### src/bscc_pkg.sv
package bscc_pkg;

    localparam int unsigned BYTE_W  = 8;
    localparam int unsigned INDEX_W = 3;

    typedef enum logic [INDEX_W-1:0] {
        CFG_DIRECTION  = 3'd0,
        CFG_START_CODE = 3'd1,
        CFG_END_CODE   = 3'd2,
        CFG_ESC_CODE   = 3'd3,
        CFG_START_SUB  = 3'd4,
        CFG_END_SUB    = 3'd5,
        CFG_ESC_SUB    = 3'd6
    } t_cfg_index;

    localparam logic DIR_ENCODE = 1'b0;
    localparam logic DIR_DECODE = 1'b1;

    localparam logic [BYTE_W-1:0] RST_START_CODE = 8'd141;
    localparam logic [BYTE_W-1:0] RST_END_CODE   = 8'd216;
    localparam logic [BYTE_W-1:0] RST_ESC_CODE   = 8'd171;
    localparam logic [BYTE_W-1:0] RST_START_SUB  = 8'd5;
    localparam logic [BYTE_W-1:0] RST_END_SUB    = 8'd80;
    localparam logic [BYTE_W-1:0] RST_ESC_SUB    = 8'd35;

    typedef struct packed {
        logic              direction;
        logic [BYTE_W-1:0] start_code;
        logic [BYTE_W-1:0] end_code;
        logic [BYTE_W-1:0] escape_code;
        logic [BYTE_W-1:0] start_substitute;
        logic [BYTE_W-1:0] end_substitute;
        logic [BYTE_W-1:0] escape_substitute;
    } t_cfg;

    typedef struct packed {
        logic [BYTE_W-1:0] out_byte;
        logic              run_last;
        logic              message_done;
        logic [BYTE_W-1:0] check_byte;
        logic              dangling_escape;
    } t_result;

    // number of results produced by one item, 0..2
    typedef logic [1:0] t_count;

endpackage

### src/bscc_cfg.sv
module bscc_cfg (
    input  logic                          i_clk,
    input  logic                          i_rst_n,
    input  logic                          i_cfg_valid,
    input  logic [bscc_pkg::INDEX_W-1:0]  i_cfg_index,
    input  logic [bscc_pkg::BYTE_W-1:0]   i_cfg_data,
    output bscc_pkg::t_cfg                o_cfg
);
    import bscc_pkg::*;

    t_cfg r_cfg;
    t_cfg n_cfg;

    always_comb begin
        n_cfg = r_cfg;
        if (i_cfg_valid) begin
            unique case (t_cfg_index'(i_cfg_index))
                CFG_DIRECTION:  n_cfg.direction         = i_cfg_data[0];
                CFG_START_CODE: n_cfg.start_code        = i_cfg_data;
                CFG_END_CODE:   n_cfg.end_code          = i_cfg_data;
                CFG_ESC_CODE:   n_cfg.escape_code       = i_cfg_data;
                CFG_START_SUB:  n_cfg.start_substitute  = i_cfg_data;
                CFG_END_SUB:    n_cfg.end_substitute    = i_cfg_data;
                CFG_ESC_SUB:    n_cfg.escape_substitute = i_cfg_data;
                default:        n_cfg = r_cfg;
            endcase
        end
    end

    always_ff @(posedge i_clk) begin
        if (!i_rst_n) begin
            r_cfg.direction         <= DIR_ENCODE;
            r_cfg.start_code        <= RST_START_CODE;
            r_cfg.end_code          <= RST_END_CODE;
            r_cfg.escape_code       <= RST_ESC_CODE;
            r_cfg.start_substitute  <= RST_START_SUB;
            r_cfg.end_substitute    <= RST_END_SUB;
            r_cfg.escape_substitute <= RST_ESC_SUB;
        end else begin
            r_cfg <= n_cfg;
        end
    end

    assign o_cfg = r_cfg;

endmodule

### src/bscc_core.sv
module bscc_core (
    input  logic                        i_clk,
    input  logic                        i_rst_n,
    input  bscc_pkg::t_cfg              i_cfg,
    input  logic                        i_valid,
    output logic                        o_stall,
    input  logic [bscc_pkg::BYTE_W-1:0] i_data_byte,
    input  logic                        i_message_last,
    input  bscc_pkg::t_count            i_free,
    output bscc_pkg::t_count            o_push_n,
    output bscc_pkg::t_result           o_res0,
    output bscc_pkg::t_result           o_res1
);
    import bscc_pkg::*;

    logic              r_a_valid;
    logic [BYTE_W-1:0] r_a_byte;
    logic              r_a_last;
    logic              r_pend;
    logic [BYTE_W-1:0] r_sum;

    logic              n_a_valid;
    logic              n_pend;
    logic [BYTE_W-1:0] n_sum;

    logic              accept;
    logic              take;
    t_count            need;
    logic              hit_s;
    logic              hit_e;
    logic              hit_x;
    logic              sub_s;
    logic              sub_e;
    logic              sub_x;
    logic [BYTE_W-1:0] sub_byte;
    logic [BYTE_W-1:0] dec_byte;
    logic [BYTE_W-1:0] add_byte;
    logic [BYTE_W-1:0] sum_add;
    logic [BYTE_W-1:0] chk;

    assign hit_s = (r_a_byte == i_cfg.start_code);
    assign hit_e = (r_a_byte == i_cfg.end_code);
    assign hit_x = (r_a_byte == i_cfg.escape_code);
    assign sub_s = (r_a_byte == i_cfg.start_substitute);
    assign sub_e = (r_a_byte == i_cfg.end_substitute);
    assign sub_x = (r_a_byte == i_cfg.escape_substitute);

    assign sub_byte = hit_s ? i_cfg.start_substitute :
                      hit_e ? i_cfg.end_substitute   : i_cfg.escape_substitute;
    assign dec_byte = sub_s ? i_cfg.start_code :
                      sub_e ? i_cfg.end_code   :
                      sub_x ? i_cfg.escape_code : r_a_byte;

    assign add_byte = (i_cfg.direction == DIR_DECODE && r_pend) ? dec_byte : r_a_byte;
    assign sum_add  = r_sum + add_byte;

    always_comb begin
        need   = 2'd1;
        o_res0 = '0;
        o_res1 = '0;
        n_sum  = r_sum;
        n_pend = r_pend;
        chk    = r_a_last ? ~sum_add : '0;
        if (i_cfg.direction == DIR_ENCODE) begin
            n_sum  = sum_add;
            n_pend = 1'b0;
            if (hit_s || hit_e || hit_x) begin
                need = 2'd2;
                o_res0.out_byte     = i_cfg.escape_code;
                o_res1.out_byte     = sub_byte;
                o_res1.run_last     = 1'b1;
                o_res1.message_done = r_a_last;
                o_res1.check_byte   = chk;
            end else begin
                o_res0.out_byte     = r_a_byte;
                o_res0.run_last     = 1'b1;
                o_res0.message_done = r_a_last;
                o_res0.check_byte   = chk;
            end
        end else if (r_pend) begin
            n_sum  = sum_add;
            n_pend = 1'b0;
            o_res0.out_byte     = dec_byte;
            o_res0.run_last     = 1'b1;
            o_res0.message_done = r_a_last;
            o_res0.check_byte   = chk;
        end else if (hit_x) begin
            if (r_a_last) begin
                o_res0.run_last        = 1'b1;
                o_res0.message_done    = 1'b1;
                o_res0.check_byte      = ~r_sum;
                o_res0.dangling_escape = 1'b1;
            end else begin
                need   = 2'd0;
                n_pend = 1'b1;
            end
        end else begin
            n_sum = sum_add;
            o_res0.out_byte     = r_a_byte;
            o_res0.run_last     = 1'b1;
            o_res0.message_done = r_a_last;
            o_res0.check_byte   = chk;
        end
        if (r_a_last) begin
            n_sum  = '0;
            n_pend = 1'b0;
        end
    end

    assign take     = r_a_valid && (need <= i_free);
    assign o_push_n = take ? need : 2'd0;
    assign o_stall  = r_a_valid && !take;
    assign accept   = i_valid && !o_stall;

    always_comb begin
        n_a_valid = r_a_valid;
        if (accept) begin
            n_a_valid = 1'b1;
        end else if (take) begin
            n_a_valid = 1'b0;
        end
    end

    always_ff @(posedge i_clk) begin
        if (!i_rst_n) begin
            r_a_valid <= 1'b0;
            r_pend    <= 1'b0;
            r_sum     <= '0;
        end else begin
            r_a_valid <= n_a_valid;
            if (take) begin
                r_pend <= n_pend;
                r_sum  <= n_sum;
            end
        end
    end

    always_ff @(posedge i_clk) begin
        if (accept) begin
            r_a_byte <= i_data_byte;
            r_a_last <= i_message_last;
        end
    end

`ifndef SYNTHESIS
    a_last_clears: assert property (@(posedge i_clk) disable iff (!i_rst_n)
        (take && r_a_last) |=> (r_sum == '0 && !r_pend))
        else $error("state not cleared after last byte");

    a_encode_no_pend: assert property (@(posedge i_clk) disable iff (!i_rst_n)
        (take && i_cfg.direction == DIR_ENCODE) |=> !r_pend)
        else $error("escape pending after encode item");
`endif

endmodule

### src/bscc_obuf.sv
module bscc_obuf (
    input  logic              i_clk,
    input  logic              i_rst_n,
    input  bscc_pkg::t_count  i_push_n,
    input  bscc_pkg::t_result i_res0,
    input  bscc_pkg::t_result i_res1,
    output bscc_pkg::t_count  o_free,
    output logic              o_valid,
    input  logic              i_stall,
    output bscc_pkg::t_result o_res
);
    import bscc_pkg::*;

    t_count  r_cnt;
    t_result r_e [2];

    t_count  n_cnt;
    t_result n_e [2];

    logic    pop;
    t_count  cnt_a;

    assign o_valid = (r_cnt != 2'd0);
    assign pop     = o_valid && !i_stall;
    assign cnt_a   = r_cnt - {1'b0, pop};
    assign o_free  = 2'd2 - cnt_a;
    assign o_res   = r_e[0];

    always_comb begin
        n_e[0] = r_e[0];
        n_e[1] = r_e[1];
        if (pop) begin
            n_e[0] = r_e[1];
        end
        if (i_push_n != 2'd0) begin
            n_e[cnt_a[0]] = i_res0;
        end
        if (i_push_n == 2'd2) begin
            n_e[1] = i_res1;
        end
        n_cnt = cnt_a + i_push_n;
    end

    always_ff @(posedge i_clk) begin
        if (!i_rst_n) begin
            r_cnt <= 2'd0;
        end else begin
            r_cnt <= n_cnt;
        end
    end

    always_ff @(posedge i_clk) begin
        r_e[0] <= n_e[0];
        r_e[1] <= n_e[1];
    end

`ifndef SYNTHESIS
    a_cnt_range: assert property (@(posedge i_clk) disable iff (!i_rst_n)
        r_cnt != 2'd3)
        else $error("result buffer count out of range");

    a_no_overflow: assert property (@(posedge i_clk) disable iff (!i_rst_n)
        (i_push_n != 2'd0) |-> (i_push_n <= o_free))
        else $error("result buffer overflow");
`endif

endmodule

### src/byte_stuffing_codec_checksum.sv
// channel | dir | handshake                    | payload
// input   | in  | i_valid / o_stall            | i_data_byte, i_message_last
// result  | out | o_valid / i_stall            | o_out_byte, o_run_last, o_message_done,
//         |     |                              | o_check_byte, o_dangling_escape
// config  | in  | i_cfg_valid / o_cfg_ready    | i_cfg_index, i_cfg_data
//
// An item is held in the input register, then its results land in a
// two-entry result buffer; o_valid rises once results are in the buffer.
// One item per cycle while o_stall is low; an encoded code byte yields two
// results and so can stall the input when the output drains one result per cycle.
// Reset is synchronous; it clears the codes to defaults, the sum and the buffer.
// o_stall rises when the input register holds an item whose results do not fit.
module byte_stuffing_codec_checksum (
    input  logic                        i_clk,
    input  logic                        i_rst_n,
    input  logic                        i_valid,
    output logic                        o_stall,
    input  logic [bscc_pkg::BYTE_W-1:0] i_data_byte,
    input  logic                        i_message_last,
    output logic                        o_valid,
    input  logic                        i_stall,
    output logic [bscc_pkg::BYTE_W-1:0] o_out_byte,
    output logic                        o_run_last,
    output logic                        o_message_done,
    output logic [bscc_pkg::BYTE_W-1:0] o_check_byte,
    output logic                        o_dangling_escape,
    input  logic                        i_cfg_valid,
    output logic                        o_cfg_ready,
    input  logic [bscc_pkg::INDEX_W-1:0] i_cfg_index,
    input  logic [bscc_pkg::BYTE_W-1:0] i_cfg_data
);
    import bscc_pkg::*;

    t_cfg    cfg;
    t_count  free;
    t_count  push_n;
    t_result res0;
    t_result res1;
    t_result res;

    assign o_cfg_ready = 1'b1;

    bscc_cfg u_cfg (
        .i_clk       (i_clk),
        .i_rst_n     (i_rst_n),
        .i_cfg_valid (i_cfg_valid),
        .i_cfg_index (i_cfg_index),
        .i_cfg_data  (i_cfg_data),
        .o_cfg       (cfg)
    );

    bscc_core u_core (
        .i_clk          (i_clk),
        .i_rst_n        (i_rst_n),
        .i_cfg          (cfg),
        .i_valid        (i_valid),
        .o_stall        (o_stall),
        .i_data_byte    (i_data_byte),
        .i_message_last (i_message_last),
        .i_free         (free),
        .o_push_n       (push_n),
        .o_res0         (res0),
        .o_res1         (res1)
    );

    bscc_obuf u_obuf (
        .i_clk    (i_clk),
        .i_rst_n  (i_rst_n),
        .i_push_n (push_n),
        .i_res0   (res0),
        .i_res1   (res1),
        .o_free   (free),
        .o_valid  (o_valid),
        .i_stall  (i_stall),
        .o_res    (res)
    );

    assign o_out_byte        = res.out_byte;
    assign o_run_last        = res.run_last;
    assign o_message_done    = res.message_done;
    assign o_check_byte      = res.check_byte;
    assign o_dangling_escape = res.dangling_escape;

endmodule

### config.mk
export PLATFORM = sky130hd
export DESIGN_NAME = byte_stuffing_codec_checksum
export DESIGN_NICKNAME = d
export VERILOG_FILES = /design/src/bscc_pkg.sv /design/src/bscc_cfg.sv /design/src/bscc_core.sv /design/src/bscc_obuf.sv /design/src/byte_stuffing_codec_checksum.sv
export SDC_FILE = /design/constraint.sdc
export NUM_CORES = 1
export LEC_CHECK = 0
export ABC_AREA = 1
export BUFFER_PORTS_ARGS = -buffer_cell sky130_fd_sc_hd__buf_4
export CORE_AREA = 2 2 115 117
export CTS_CLUSTER_DIAMETER = 60
export DETAILED_ROUTE_END_ITERATION = 12
export DIE_AREA = 0 0 117 119
export GPL_TIMING_DRIVEN = 0
export PLACE_DENSITY = 0.67
export SYNTH_ARGS = -nofsm -noshare
export SYNTH_HDL_FRONTEND = slang
export SYNTH_SLANG_ARGS = --single-unit
### constraint.sdc
create_clock -name i_clk -period 7.14 [get_ports i_clk]
set_input_delay 2.142 -clock i_clk [delete_from_list [all_inputs] [get_ports i_clk]]
set_output_delay 2.142 -clock i_clk [all_outputs]
set_load 0.01 [all_outputs]
=== Word level (Yosys, flattened, before mapping) ===
Memories as Yosys holds them, arrays and structs flattened.
Cells that the tools add are included.

* Bits in registers: 70
* Bits in latches: 0
* Bits in writable memories: 38
* ROM bits: 0
* Input bits: 25
* Logic and storage cells: 102
* Memories: 1

{| class="wikitable"
|+ Memories
! memory !! depth !! width !! read ports !! clocked after Yosys merged registers in !! wr ports !! RTL line !! source
|-
| u_obuf.r_e || 2 || 19 || 2 || 0 || 2 || bscc_obuf.sv:15 || <nowiki>t_result r_e [2];</nowiki>
|}

* Add/sub/neg operators: 4
* Multiply operators: 0
* Div/mod/pow operators: 0
* Order comparisons: 3
* Eq/ne operators: 14
* Shift-type cells: 0
* Multiplexer cells: 41
* Bitwise operators: 3
* Reduce and logical (&&, ||, !) cells: 23

{| class="wikitable"
|+ Operators with widths
! cell !! count
|-
| 8-bit 2-to-1 mux || 13
|-
| 18-bit 2-to-1 mux || 4
|-
| 19-bit 2-to-1 mux || 3
|-
| 8-bit == test || 6
|-
| 38-bit bitwise mux || 1
|-
| 38-bit 2-to-1 mux || 1
|-
| 10-bit 2-to-1 mux || 2
|-
| 19-bit demux with 1-bit select || 1
|-
| 8-bit NOT || 2
|-
| 2-bit AND reduction || 8
|-
| 1-bit 2-to-1 mux || 11
|-
| 11-bit 2-to-1 mux || 1
|-
| 3-bit == test, second input constant || 3
|-
| 8-bit adder || 1
|-
| 2-bit 2-to-1 mux || 4
|-
| 3-bit by 2-bit == test with 1-bit output, second input constant || 2
|-
| 1-bit logical AND || 6
|-
| 2-bit nonzero test || 3
|-
| 4-bit by 2-bit inequality test with 1-bit output, second input constant || 1
|-
| 3-bit by 1-bit == test with 1-bit output, second input constant || 1
|-
| 1-bit zero test || 3
|-
| 3-bit zero test || 1
|-
| 2-bit adder || 1
|-
| 2-bit == test, second input constant || 1
|-
| other kinds (7) || 8
|}

=== Longest topological paths before layout ===
Gate-level depths: netlist of the first run.

* Depth after elaboration: 14
* Mapped depth: 27

=== Cells and area by module ===
A second synthesis of the first run with hierarchy kept.

* Cell total of the unflattened synthesis: 953
* Area, all modules: 6,839.1 um^2

{| class="wikitable"
|+ Modules (own cells, without submodules)
! module !! instances !! cells each !! area an instance (um^2) !! seq. area each (um^2)
|-
| bscc_core || 1 || 408 || 2,750.1 || 470.5
|-
| bscc_obuf || 1 || 272 || 2,119.5 || 991.0
|-
| bscc_cfg || 1 || 271 || 1,958.1 || 980.9
|-
| byte_stuffing_codec_checksum || 1 || 2 || 11.3 || 0.0
|}

=== Least setup slack after synthesis of the first run ===
No wires, ideal clock.

* Path type: input -> output
* Start: input port i_stall
* End: output port o_stall
* Arrival time: 3.771 ns
* Required time: 4.998 ns
* Setup slack: 1.227 ns
* Cell stages on the path: 10
* Path buffers: 1
* Path through: a21oi_1 > clkbuf_1 > ha_1 > xnor2_1 > xor2_1 > ha_1 > inv_1 > nor2_1 > o22ai_1 > nor2_1

* Cells in the longest elaborated chain, start to end: 8

{| class="wikitable"
|+ RTL lines
! what !! RTL line !! source
|-
| start, declared || byte_stuffing_codec_checksum.sv:21 || <nowiki>input logic i_stall,</nowiki>
|-
| 1-bit zero test || bscc_obuf.sv:24 || <nowiki>assign pop = o_valid && !i_stall;</nowiki>
|-
| 1-bit logical AND || bscc_obuf.sv:24 ||
|-
| 2-bit by 1-bit subtractor with 2-bit output || bscc_obuf.sv:25 || <nowiki>assign cnt_a = r_cnt - {1'b0, pop};</nowiki>
|-
| 2-bit subtractor || bscc_obuf.sv:26 || <nowiki>assign o_free = 2'd2 - cnt_a;</nowiki>
|-
| 2-bit less-or-equal comparator || bscc_core.sv:110 || <nowiki>assign take = r_a_valid && (need <= i_free);</nowiki>
|-
| 1-bit logical AND || bscc_core.sv:110 ||
|-
| 1-bit zero test || bscc_core.sv:112 || <nowiki>assign o_stall = r_a_valid && !take;</nowiki>
|-
| 1-bit logical AND || bscc_core.sv:112 ||
|-
| end, declared || byte_stuffing_codec_checksum.sv:17 || <nowiki>output logic o_stall,</nowiki>
|}

No other way between the ends.

=== Worst setup path after layout of the first run ===
Same ends and word-level chain as after synthesis.

==> results of run 1 <==
-- per-stage QoR --
stage,total power (uW),utilization (%),cell area [um2],worst slack [ns]
final,2220,54.9,7070,0.548
after floorplan,1430,-,6210,1.23
after global routing,2360,54.9,7070,0.315
after CTS,2220,54.9,7070,0.540
after global placement,1680,52.5,6760,0.551
after detailed placement,1690,52.5,6760,0.550
-- final timing paths --
| kind | startpoint | end | cells past startpoint |
|---|---|---|---|
| max | i_stall | o_stall | 12 |
| min | u_obuf.r_e[0][19]$_SDFFE_PP0P_ | u_obuf.r_e[0][19]$_SDFFE_PP0P_ | 2 |
| max reg2reg | u_core.r_a_byte[5]$_DFFE_PP_ | u_obuf.r_e[0][26]$_DFFE_PP_ | 23 |
| min reg2reg | u_obuf.r_e[0][19]$_SDFFE_PP0P_ | u_obuf.r_e[0][19]$_SDFFE_PP0P_ | 2 |
-- power by group --
part | internal, uW | switching, uW
clock network | 308 | 231
logic | 380 | 489
registers | 754 | 53.9
total | 1440 | 774
-- critical path: cells and delay by family --
kind	cells	cell delay (ns)
AOI/OAI and AO/OA	2	0.49
adders and majority gates	2	0.50
buffers and inverters	4	0.78
xor gates and xnor gates	2	0.39
and+or+nand+nor	2	0.16
-- final cells by class --
cell class	count	area share, %
clock inverter	4	1.04
buffer	49	4.95
multi-input combinational	571	43.5
clock buffer	12	3.34
timing repair buffer	44	4.67
inverter	92	5.02
tap	176	3.11
sequential	108	34.4
-- registers in the layout (all words and copies together), names as in the netlist --
signal and cells:
u_cfg.o_cfg 49, u_core.r_a_byte 8, u_core.r_pend 1, u_core.r_a_valid 1, u_obuf.r_e 38, u_core.r_sum 8
u_obuf.r_cnt 2, u_core.r_a_last 1
-- kinds of logic (layout without fill, tap and decap cells) --
| family | after synthesis | count (layout) | share of synthesized area [%] |
|---|---|---|---|
| compound gates | 180 | 180 | 17.0 |
| xor+xnor | 35 | 35 | 5.05 |
| fa+ha+maj | 13 | 13 | 2.74 |
| buf+inv | 141 | 201 | 11.4 |
| flops | 108 | 108 | 39.1 |
| mux | 1 | 1 | 0.161 |
| other cells | 1 | 1 | 0.0604 |
| simple gates | 341 | 341 | 24.4 |
-- routing by layer --
layer / global-route usage [%] / vias up / routed length, um
met4: 8.53 / 0 / 397
met1: 37.0 / 2512 / 7890
met5: 0 / - / 0
li1: - / 2829 / -
met2: 38.9 / 248 / 7530
met3: 6.16 / 25 / 1550
-- placed cells by master, fill, tap and decap left out, types with 2 or more instances in the layout --
cell	n
a211oi_1	3
a21oi_1	35
a22oi_1	4
a31oi_1	6
buf_2	3
buf_4	64
buf_6	10
bufinv_16	2
clkbuf_1	16
clkbuf_16	9
clkinv_1	2
dfxtp_1	81
edfxtp_1	27
ha_1	12
inv_1	76
inv_2	11
inv_4	2
nand2_1	179
nand2_2	2
nand2_4	2
nand3_1	34
nand4_1	20
nor2_1	82
nor2_2	3
nor2_4	3
nor2_8	2
nor3_1	3
nor3_2	2
nor3_4	2
o211ai_1	24
o21a_1	2
o21ai_0	64
o21ai_1	15
o22ai_1	15
o31ai_1	8
or2_2	5
xnor2_1	14
xor2_1	20
==> impl_metrics.toml, run 1 <==
[outcome]
outcome = "complete, no violations"

[yosys]
synth_fp_nets = 858
synthTopCellsByCount = "nand2_1, nor2_1, dfxtp_1"
ys_ff_latch = 108
synth_flop_cell = "dfxtp_1"
synth.most_common_cell = "nand2_1"
synthesis.area_mm2 = 0.00621
synth_area_leaders = "dfxtp_1, edfxtp_1, nand2_1"
synth_edf_count = 27
yosysTopAreaCell = "dfxtp_1"
syn_avg_cell_area_um2 = 7.58
yosysUniqueCellTypes = 50
async_flop_share_pct = 0
ys.warnings.count = 0
synth.top_cell.area_share_pct = 26.1
synth-seq-area-share_pct = 39.1
synth_cells = 820

[grt]
track_usage_pct = 26.0
grt_pass1_vias = 4971
grt_max_degree = 19
grt_pass1_wl_um = 27300
antenna_found_initial = 0
grt_overflow_total = 0

[sta]
fin_crit_ns = 6.59
rsz0062_at_grt = "no"
final_hold_viol_count = 0
skew_ns = 0.00887
finalHoldWorstSlack_ns = 0.479
post-route-period-util_pct = 92.3
relSlewSlack_pct = 52.0
setup_viol = 0
tns_ns = 0
worst_pin_slew_ns = 0.720
max_freq_ghz = 0.152
slew_violations = 0

[placement]
gp_congestion = 0.956
numPortBuffers = 44
place_inst = 1040
hpwl_um = 13200

[floorplanning]
die_x_um = 117
coreArea_mm2 = 0.0129
die-area_mm2 = 0.0139
io-pin-count = 47
start_util_pct = 48.3
std_cell_rows = 42
die_h_um = 119

[cts]
cts_resized = 0
clkSinkCount = 108
worstSkewPairLatency_ns = 0.36
ctsHoldBuffers = 0
clk_path_buf_depth = 2
cts_setup_buffers = 0
ctsRootBufferMaster = "clkbuf_16"
cts_buffers = 9
h-tree-depth = 3
cts_tree = "yes"
path_clk_slew_ns = 0.07

[worst_setup_path]
cp_slowest_stage_delay_ns = 0.44
critPathLaunchType = "input pin"
crit_slowest_cell = "clkbuf_1"
cp_max_fo = 10
ff2ff_setup_slack_ns = 2.93
cp.required_ns = 5.00
path_class = "in -> out"
cp_data_arrival_time_ns = 4.45
cp-end-kind = "output port"
crit_chain = "buf_4 -> a21oi_1 -> clkbuf_1 -> ha_1 -> xnor2_1 -> xor2_1 -> ha_1 -> inv_1 -> nor2_1 -> o22ai_1 -> nor2_1 -> buf_4"

[routing]
ant_nets = 0
wl_um = 17400
drtIter0Drc = 628
vias = 5614
dr.pass1.iters = 5
drc = 0
vias_per_cell = 5.32
post_drt_wl_per_cell_um = 16.4

[final_layout]
syn_to_final_growth_pct = 13.9
multi_input_area_mm2 = 0.00308
seqCellArea_mm2 = 0.00243
antenna_cells = 0
num-fill-cells = 1221
fin_cells = 1056
drive_gt1_share_pct = 15.0
nets = 913

[worst_hold_path]
hp-class = "reg -> reg"

[job]
drv_cap = 0

[power_and_ir_drop]
power_density_mw_per_mm2 = 313
p_leak_uw = 0.00319
ir_drop_uv = 120
Note: power is estimated with default switching activity, not from simulation.
==> run 2: changes to the inputs <==
--- a/config.mk
+++ b/config.mk
@@ -13,6 +13,7 @@
 export DIE_AREA = 0 0 117 119
 export GPL_TIMING_DRIVEN = 0
 export PLACE_DENSITY = 0.67
+export RECOVER_POWER = 50
 export SYNTH_ARGS = -nofsm -noshare
 export SYNTH_HDL_FRONTEND = slang
 export SYNTH_SLANG_ARGS = --single-unit
==> impl_metrics.toml, run 2 (same netlist as run 1, synthesis figures left out) <==
[sta]
max_freq_ghz = 0.151
worst_pin_slew_ns = 0.742
final_hold_viol_count = 0
relSlewSlack_pct = 50.5
setup_viol = 0
tns_ns = 0
fin_crit_ns = 6.62
slew_violations = 0
post-route-period-util_pct = 92.8
rsz0062_at_grt = "no"
skew_ns = 0.00847

[routing]
dr.pass1.iters = 6
wl_um = 17400
wl_met3_um = 1580
ant_nets = 0
wl_met1_um = 7890
route.met2.wl_um = 7530
top_layer = "met4"
drtIter0Drc = 591
vias = 5616
post_drt_wl_per_cell_um = 16.5
vias_per_cell = 5.32
drc = 0

[worst_setup_path]
crit_slowest_cell = "clkbuf_1"
cp_data_arrival_time_ns = 4.48
critPathLaunchType = "input pin"
cp_slowest_stage_delay_ns = 0.44
cp_max_fo = 10
cp.required_ns = 5.00
path_class = "in -> out"
crit_chain = "buf_4 -> a21oi_1 -> clkbuf_1 -> ha_1 -> xnor2_1 -> xor2_1 -> ha_1 -> inv_1 -> nor2_1 -> o22ai_1 -> nor2_1 -> buf_4"
cp-end-kind = "output port"

[worst_hold_path]
hp-class = "reg -> reg"

[placement]
gp_congestion = 0.956
numPortBuffers = 44
hpwl_um = 13200

[power_and_ir_drop]
power_uw = 2170
power_density_mw_per_mm2 = 311
ir_drop_uv = 120
p_leak_uw = 0.00311

[floorplanning]
coreArea_mm2 = 0.0129
die_x_um = 117
start_util_pct = 48.3
die_h_um = 119
die-area_mm2 = 0.0139
io-pin-count = 47
std_cell_rows = 42

[grt]
grt_max_degree = 19
track_usage_pct = 26.0
grt_pass1_wl_um = 27300
grt_pass1_vias = 4971
antenna_found_initial = 0
grt_overflow_total = 0

[job]
drv_cap = 0

[final_layout]
final_common_cell = "nand2_1"
antenna_cells = 0
num-fill-cells = 1238
nets = 913
syn_to_final_growth_pct = 12.5
mostFrequentLayoutCells = "nand2_1, nor2_1, dfxtp_1"
drive_gt1_share_pct = 12.5
largest_register_ffs = 49

[cts]
cts_buffers = 9
ctsRootBufferMaster = "clkbuf_16"
clk_path_buf_depth = 2
h-tree-depth = 3
clkSinkCount = 108
cts_tree = "yes"
cts_setup_buffers = 0
cts_resized = 0
ctsHoldBuffers = 0
worstSkewPairLatency_ns = 0.36
path_clk_slew_ns = 0.07

[outcome]
outcome = "complete, no violations"
[run 2: cell count changes in the layout (fill, tap and decap cells not counted), sizes merged]
cell / change
buf: -33
clkbuf: +33
[run 2: worst paths after layout]
check	start	endpoint	slack (ns)	cells past startpoint
max	i_stall	o_stall	0.52	12
min	u_obuf.r_e[0][19]$_SDFFE_PP0P_	u_obuf.r_e[0][19]$_SDFFE_PP0P_	0.48	2
max reg2reg	u_core.r_a_byte[5]$_DFFE_PP_	u_obuf.r_e[0][26]$_DFFE_PP_	2.94	23
min reg2reg	u_obuf.r_e[0][19]$_SDFFE_PP0P_	u_obuf.r_e[0][19]$_SDFFE_PP0P_	0.48	2
[run 2: area by class of cell]
type	count	area [um2]	share of cell area [%]
Buffer	49	350	5.01
Clock buffer	12	236	3.38
Clock inverter	4	73.8	1.06
Inverter	92	355	5.08
Multi-Input combinational cell	571	3080	44.0
Sequential cell	108	2430	34.8
Tap cell	176	220	3.15
Timing Repair Buffer	44	248	3.54
[run 2: power breakdown]
part	total [uW]	switching, uW	internal, uW
registers	808	53.8	754
clock network	539	231	308
logic	825	491	334
total	2170	775	1400
[run 2: stage by stage]
stage / instance area, um2 / instances / worst slack, ns / hold WS [ns] / utilization (%)
CTS: 7070 / 1056 / 0.540 / 0.482 / 54.9
detailed placement: 6760 / 1040 / 0.550 / 0.472 / 52.5
global route: 6990 / 1056 / 0.315 / 0.507 / 54.3
floorplan: 6210 / 820 / 1.23 / 0.429 / -
finish: 6990 / 1056 / 0.516 / 0.484 / 54.3
global placement: 6760 / 1040 / 0.551 / 0.459 / 52.5
[run 2: metal layers]
metal,vias up,GRT usage (%)
met2,228,38.9
met4,0,8.53
li1,2826,-
met1,2534,37.0
met5,-,0
met3,28,6.16
[run 2: critical path: cells and delay by family]
family          cells  cell delay, ns
fa+ha+maj           2            0.50
simple gates        2            0.16
xor+xnor            2            0.39
compound gates      2            0.52
buf+inv             4            0.78
==> run 3: changes to the inputs <==
--- a/config.mk
+++ b/config.mk
@@ -7,12 +7,12 @@
 export LEC_CHECK = 0
 export ABC_AREA = 1
 export BUFFER_PORTS_ARGS = -buffer_cell sky130_fd_sc_hd__buf_4
-export CORE_AREA = 2 2 115 117
+export CORE_AREA = 2 2 105 107
 export CTS_CLUSTER_DIAMETER = 60
 export DETAILED_ROUTE_END_ITERATION = 12
-export DIE_AREA = 0 0 117 119
+export DIE_AREA = 0 0 107 109
 export GPL_TIMING_DRIVEN = 0
-export PLACE_DENSITY = 0.67
+export PLACE_DENSITY = 0.79
 export RECOVER_POWER = 50
 export SYNTH_ARGS = -nofsm -noshare
 export SYNTH_HDL_FRONTEND = slang
==> impl_metrics.toml, run 3 (same netlist as run 1, synthesis figures left out) <==
[sta]
tns_ns = 0
relSlewSlack_pct = 49.6
setup_viol = 0
fin_crit_ns = 6.62
worst_pin_slew_ns = 0.756
max_freq_ghz = 0.151
skew_ns = 0.00766
finalHoldWorstSlack_ns = 0.478
fin_ws_ns = 0.522
post-route-period-util_pct = 92.7
slew_violations = 0
final_hold_viol_count = 0
rsz0062_at_grt = "no"

[cts]
path_clk_slew_ns = 0.10
ctsRootBufferMaster = "clkbuf_8"
clk_path_buf_depth = 2
cts_resized = 0
worstSkewPairLatency_ns = 0.38
ctsHoldBuffers = 0
cts_buffers = 9
h-tree-depth = 3
cts_setup_buffers = 0
cts_tree = "yes"
clkSinkCount = 108

[worst_setup_path]
cp_data_arrival_time_ns = 4.48
path_buf_inv = 4
cp_max_fo = 10
cp.required_ns = 5.00
crit_chain = "buf_4 -> a21oi_1 -> clkbuf_1 -> ha_1 -> xnor2_1 -> xor2_1 -> ha_1 -> inv_1 -> nor2_1 -> o22ai_1 -> nor2_1 -> buf_4"
cp-end-kind = "output port"
path_class = "in -> out"
crit_slowest_cell = "clkbuf_1"
ff2ff_setup_slack_ns = 3.00
crit_family = "buffers and inverters"
cp_slowest_stage_delay_ns = 0.43
critPathLaunchType = "input pin"

[routing]
vias_per_cell = 5.70
wl_um = 18000
drc = 0
post_drt_wl_per_cell_um = 17.6
dr.pass1.iters = 6
drtIter0Drc = 423
ant_nets = 0
vias = 5813

[grt]
grt_overflow_total = 0
grt_max_degree = 19
grt_pass1_wl_um = 28200
grt_pass1_vias = 5431
antenna_found_initial = 0
track_usage_pct = 32.0

[floorplanning]
die_x_um = 107
die-area_mm2 = 0.0117
die_h_um = 109
std_cell_rows = 38
coreArea_mm2 = 0.0106
start_util_pct = 58.6
io-pin-count = 47

[final_layout]
fin_cells = 1020
mostFrequentLayoutCells = "nand2_1, nor2_1, dfxtp_1"
antenna_cells = 0
syn_to_final_growth_pct = 10.2
largest_register_ffs = 49
final_common_cell = "nand2_1"
nets = 913
drive_gt1_share_pct = 12.5

[placement]
gp_congestion = 1.03
hpwl_um = 14000
post-place-ws_ns = 0.543
place_inst = 1004
numPortBuffers = 44

[power_and_ir_drop]
combPwrFrac_pct = 40.4
sw_frac_of_total_pct = 37.5
ir_drop_uv = 171
p_seq_share_pct = 39.3
clkPwrFrac_pct = 20.3
power_density_mw_per_mm2 = 301
p_leak_uw = 0.00306
power.switching_uw = 771
intPower_uw = 1290

[worst_hold_path]
hp-class = "reg -> reg"

[outcome]
outcome = "complete, no violations"

[job]
drv_cap = 0
run 3: cell count changes in the layout (fill, tap and decap cells not counted):
cell / previous run / this run
clkbuf_16: 9 / 0
clkbuf_8: 0 / 9
clkinv_2: 1 / 0
clkinv_4: 1 / 0
clkinvlp_4: 0 / 1
inv_4: 2 / 3
run 3: final cells by class:
type,instances,area (um2)
clock inverter,4,73.8
inverter,92,355
fill,956,3760
tap,140,175
clock buffer,12,135
buffer,49,350
multi-input combinational,571,3080
timing repair buffer,44,248
sequential,108,2430
run 3: worst paths after layout:
| kind | to | startpoint | cells after the start |
|---|---|---|---|
| worst max-delay path | o_stall | i_stall | 12 |
| worst min-delay path | u_obuf.r_e[0][19]$_SDFFE_PP0P_ | u_obuf.r_e[0][19]$_SDFFE_PP0P_ | 2 |
| worst max register to register | u_obuf.r_e[0][37]$_DFFE_PP_ | u_obuf.r_cnt[1]$_SDFF_PN0_ | 15 |
| worst min register to register | u_obuf.r_e[0][19]$_SDFFE_PP0P_ | u_obuf.r_e[0][19]$_SDFFE_PP0P_ | 2 |
run 3: power by group through the flow:
stage / registers [uW] / clock network [uW] / logic [uW]
2_1_floorplan: 812 / 0 / 615
3_3_place_gp: 818 / 0 / 849
3_5_place_dp: 824 / 0 / 870
4_1_cts: 810 / 415 / 873
5_1_grt: 822 / 438 / 915
6_report: 809 / 417 / 832
run 3: metrics by stage:
step	area (um2)	utilization (%)	total power (uW)
2_1_floorplan	6210	-	1430
3_3_place_gp	6720	63.4	1670
3_5_place_dp	6720	63.4	1690
4_1_cts	6930	65.3	2100
5_1_grt	6850	64.6	2170
6_report	6850	64.6	2060
run 3: per-layer routing:
layer	GRT usage (%)	wire [um]	up-vias
li1	-	-	2825
met1	40.6	7450	2635
met2	52.1	8220	301
met3	7.29	1700	52
met4	14.9	604	0
met5	0	0	-
run 3: tightest hold or removal path, stage by stage, from the launching register on:
cell,delay (ns)
dfxtp_1,0.31
inv_1,0.07
a21oi_1,0.06
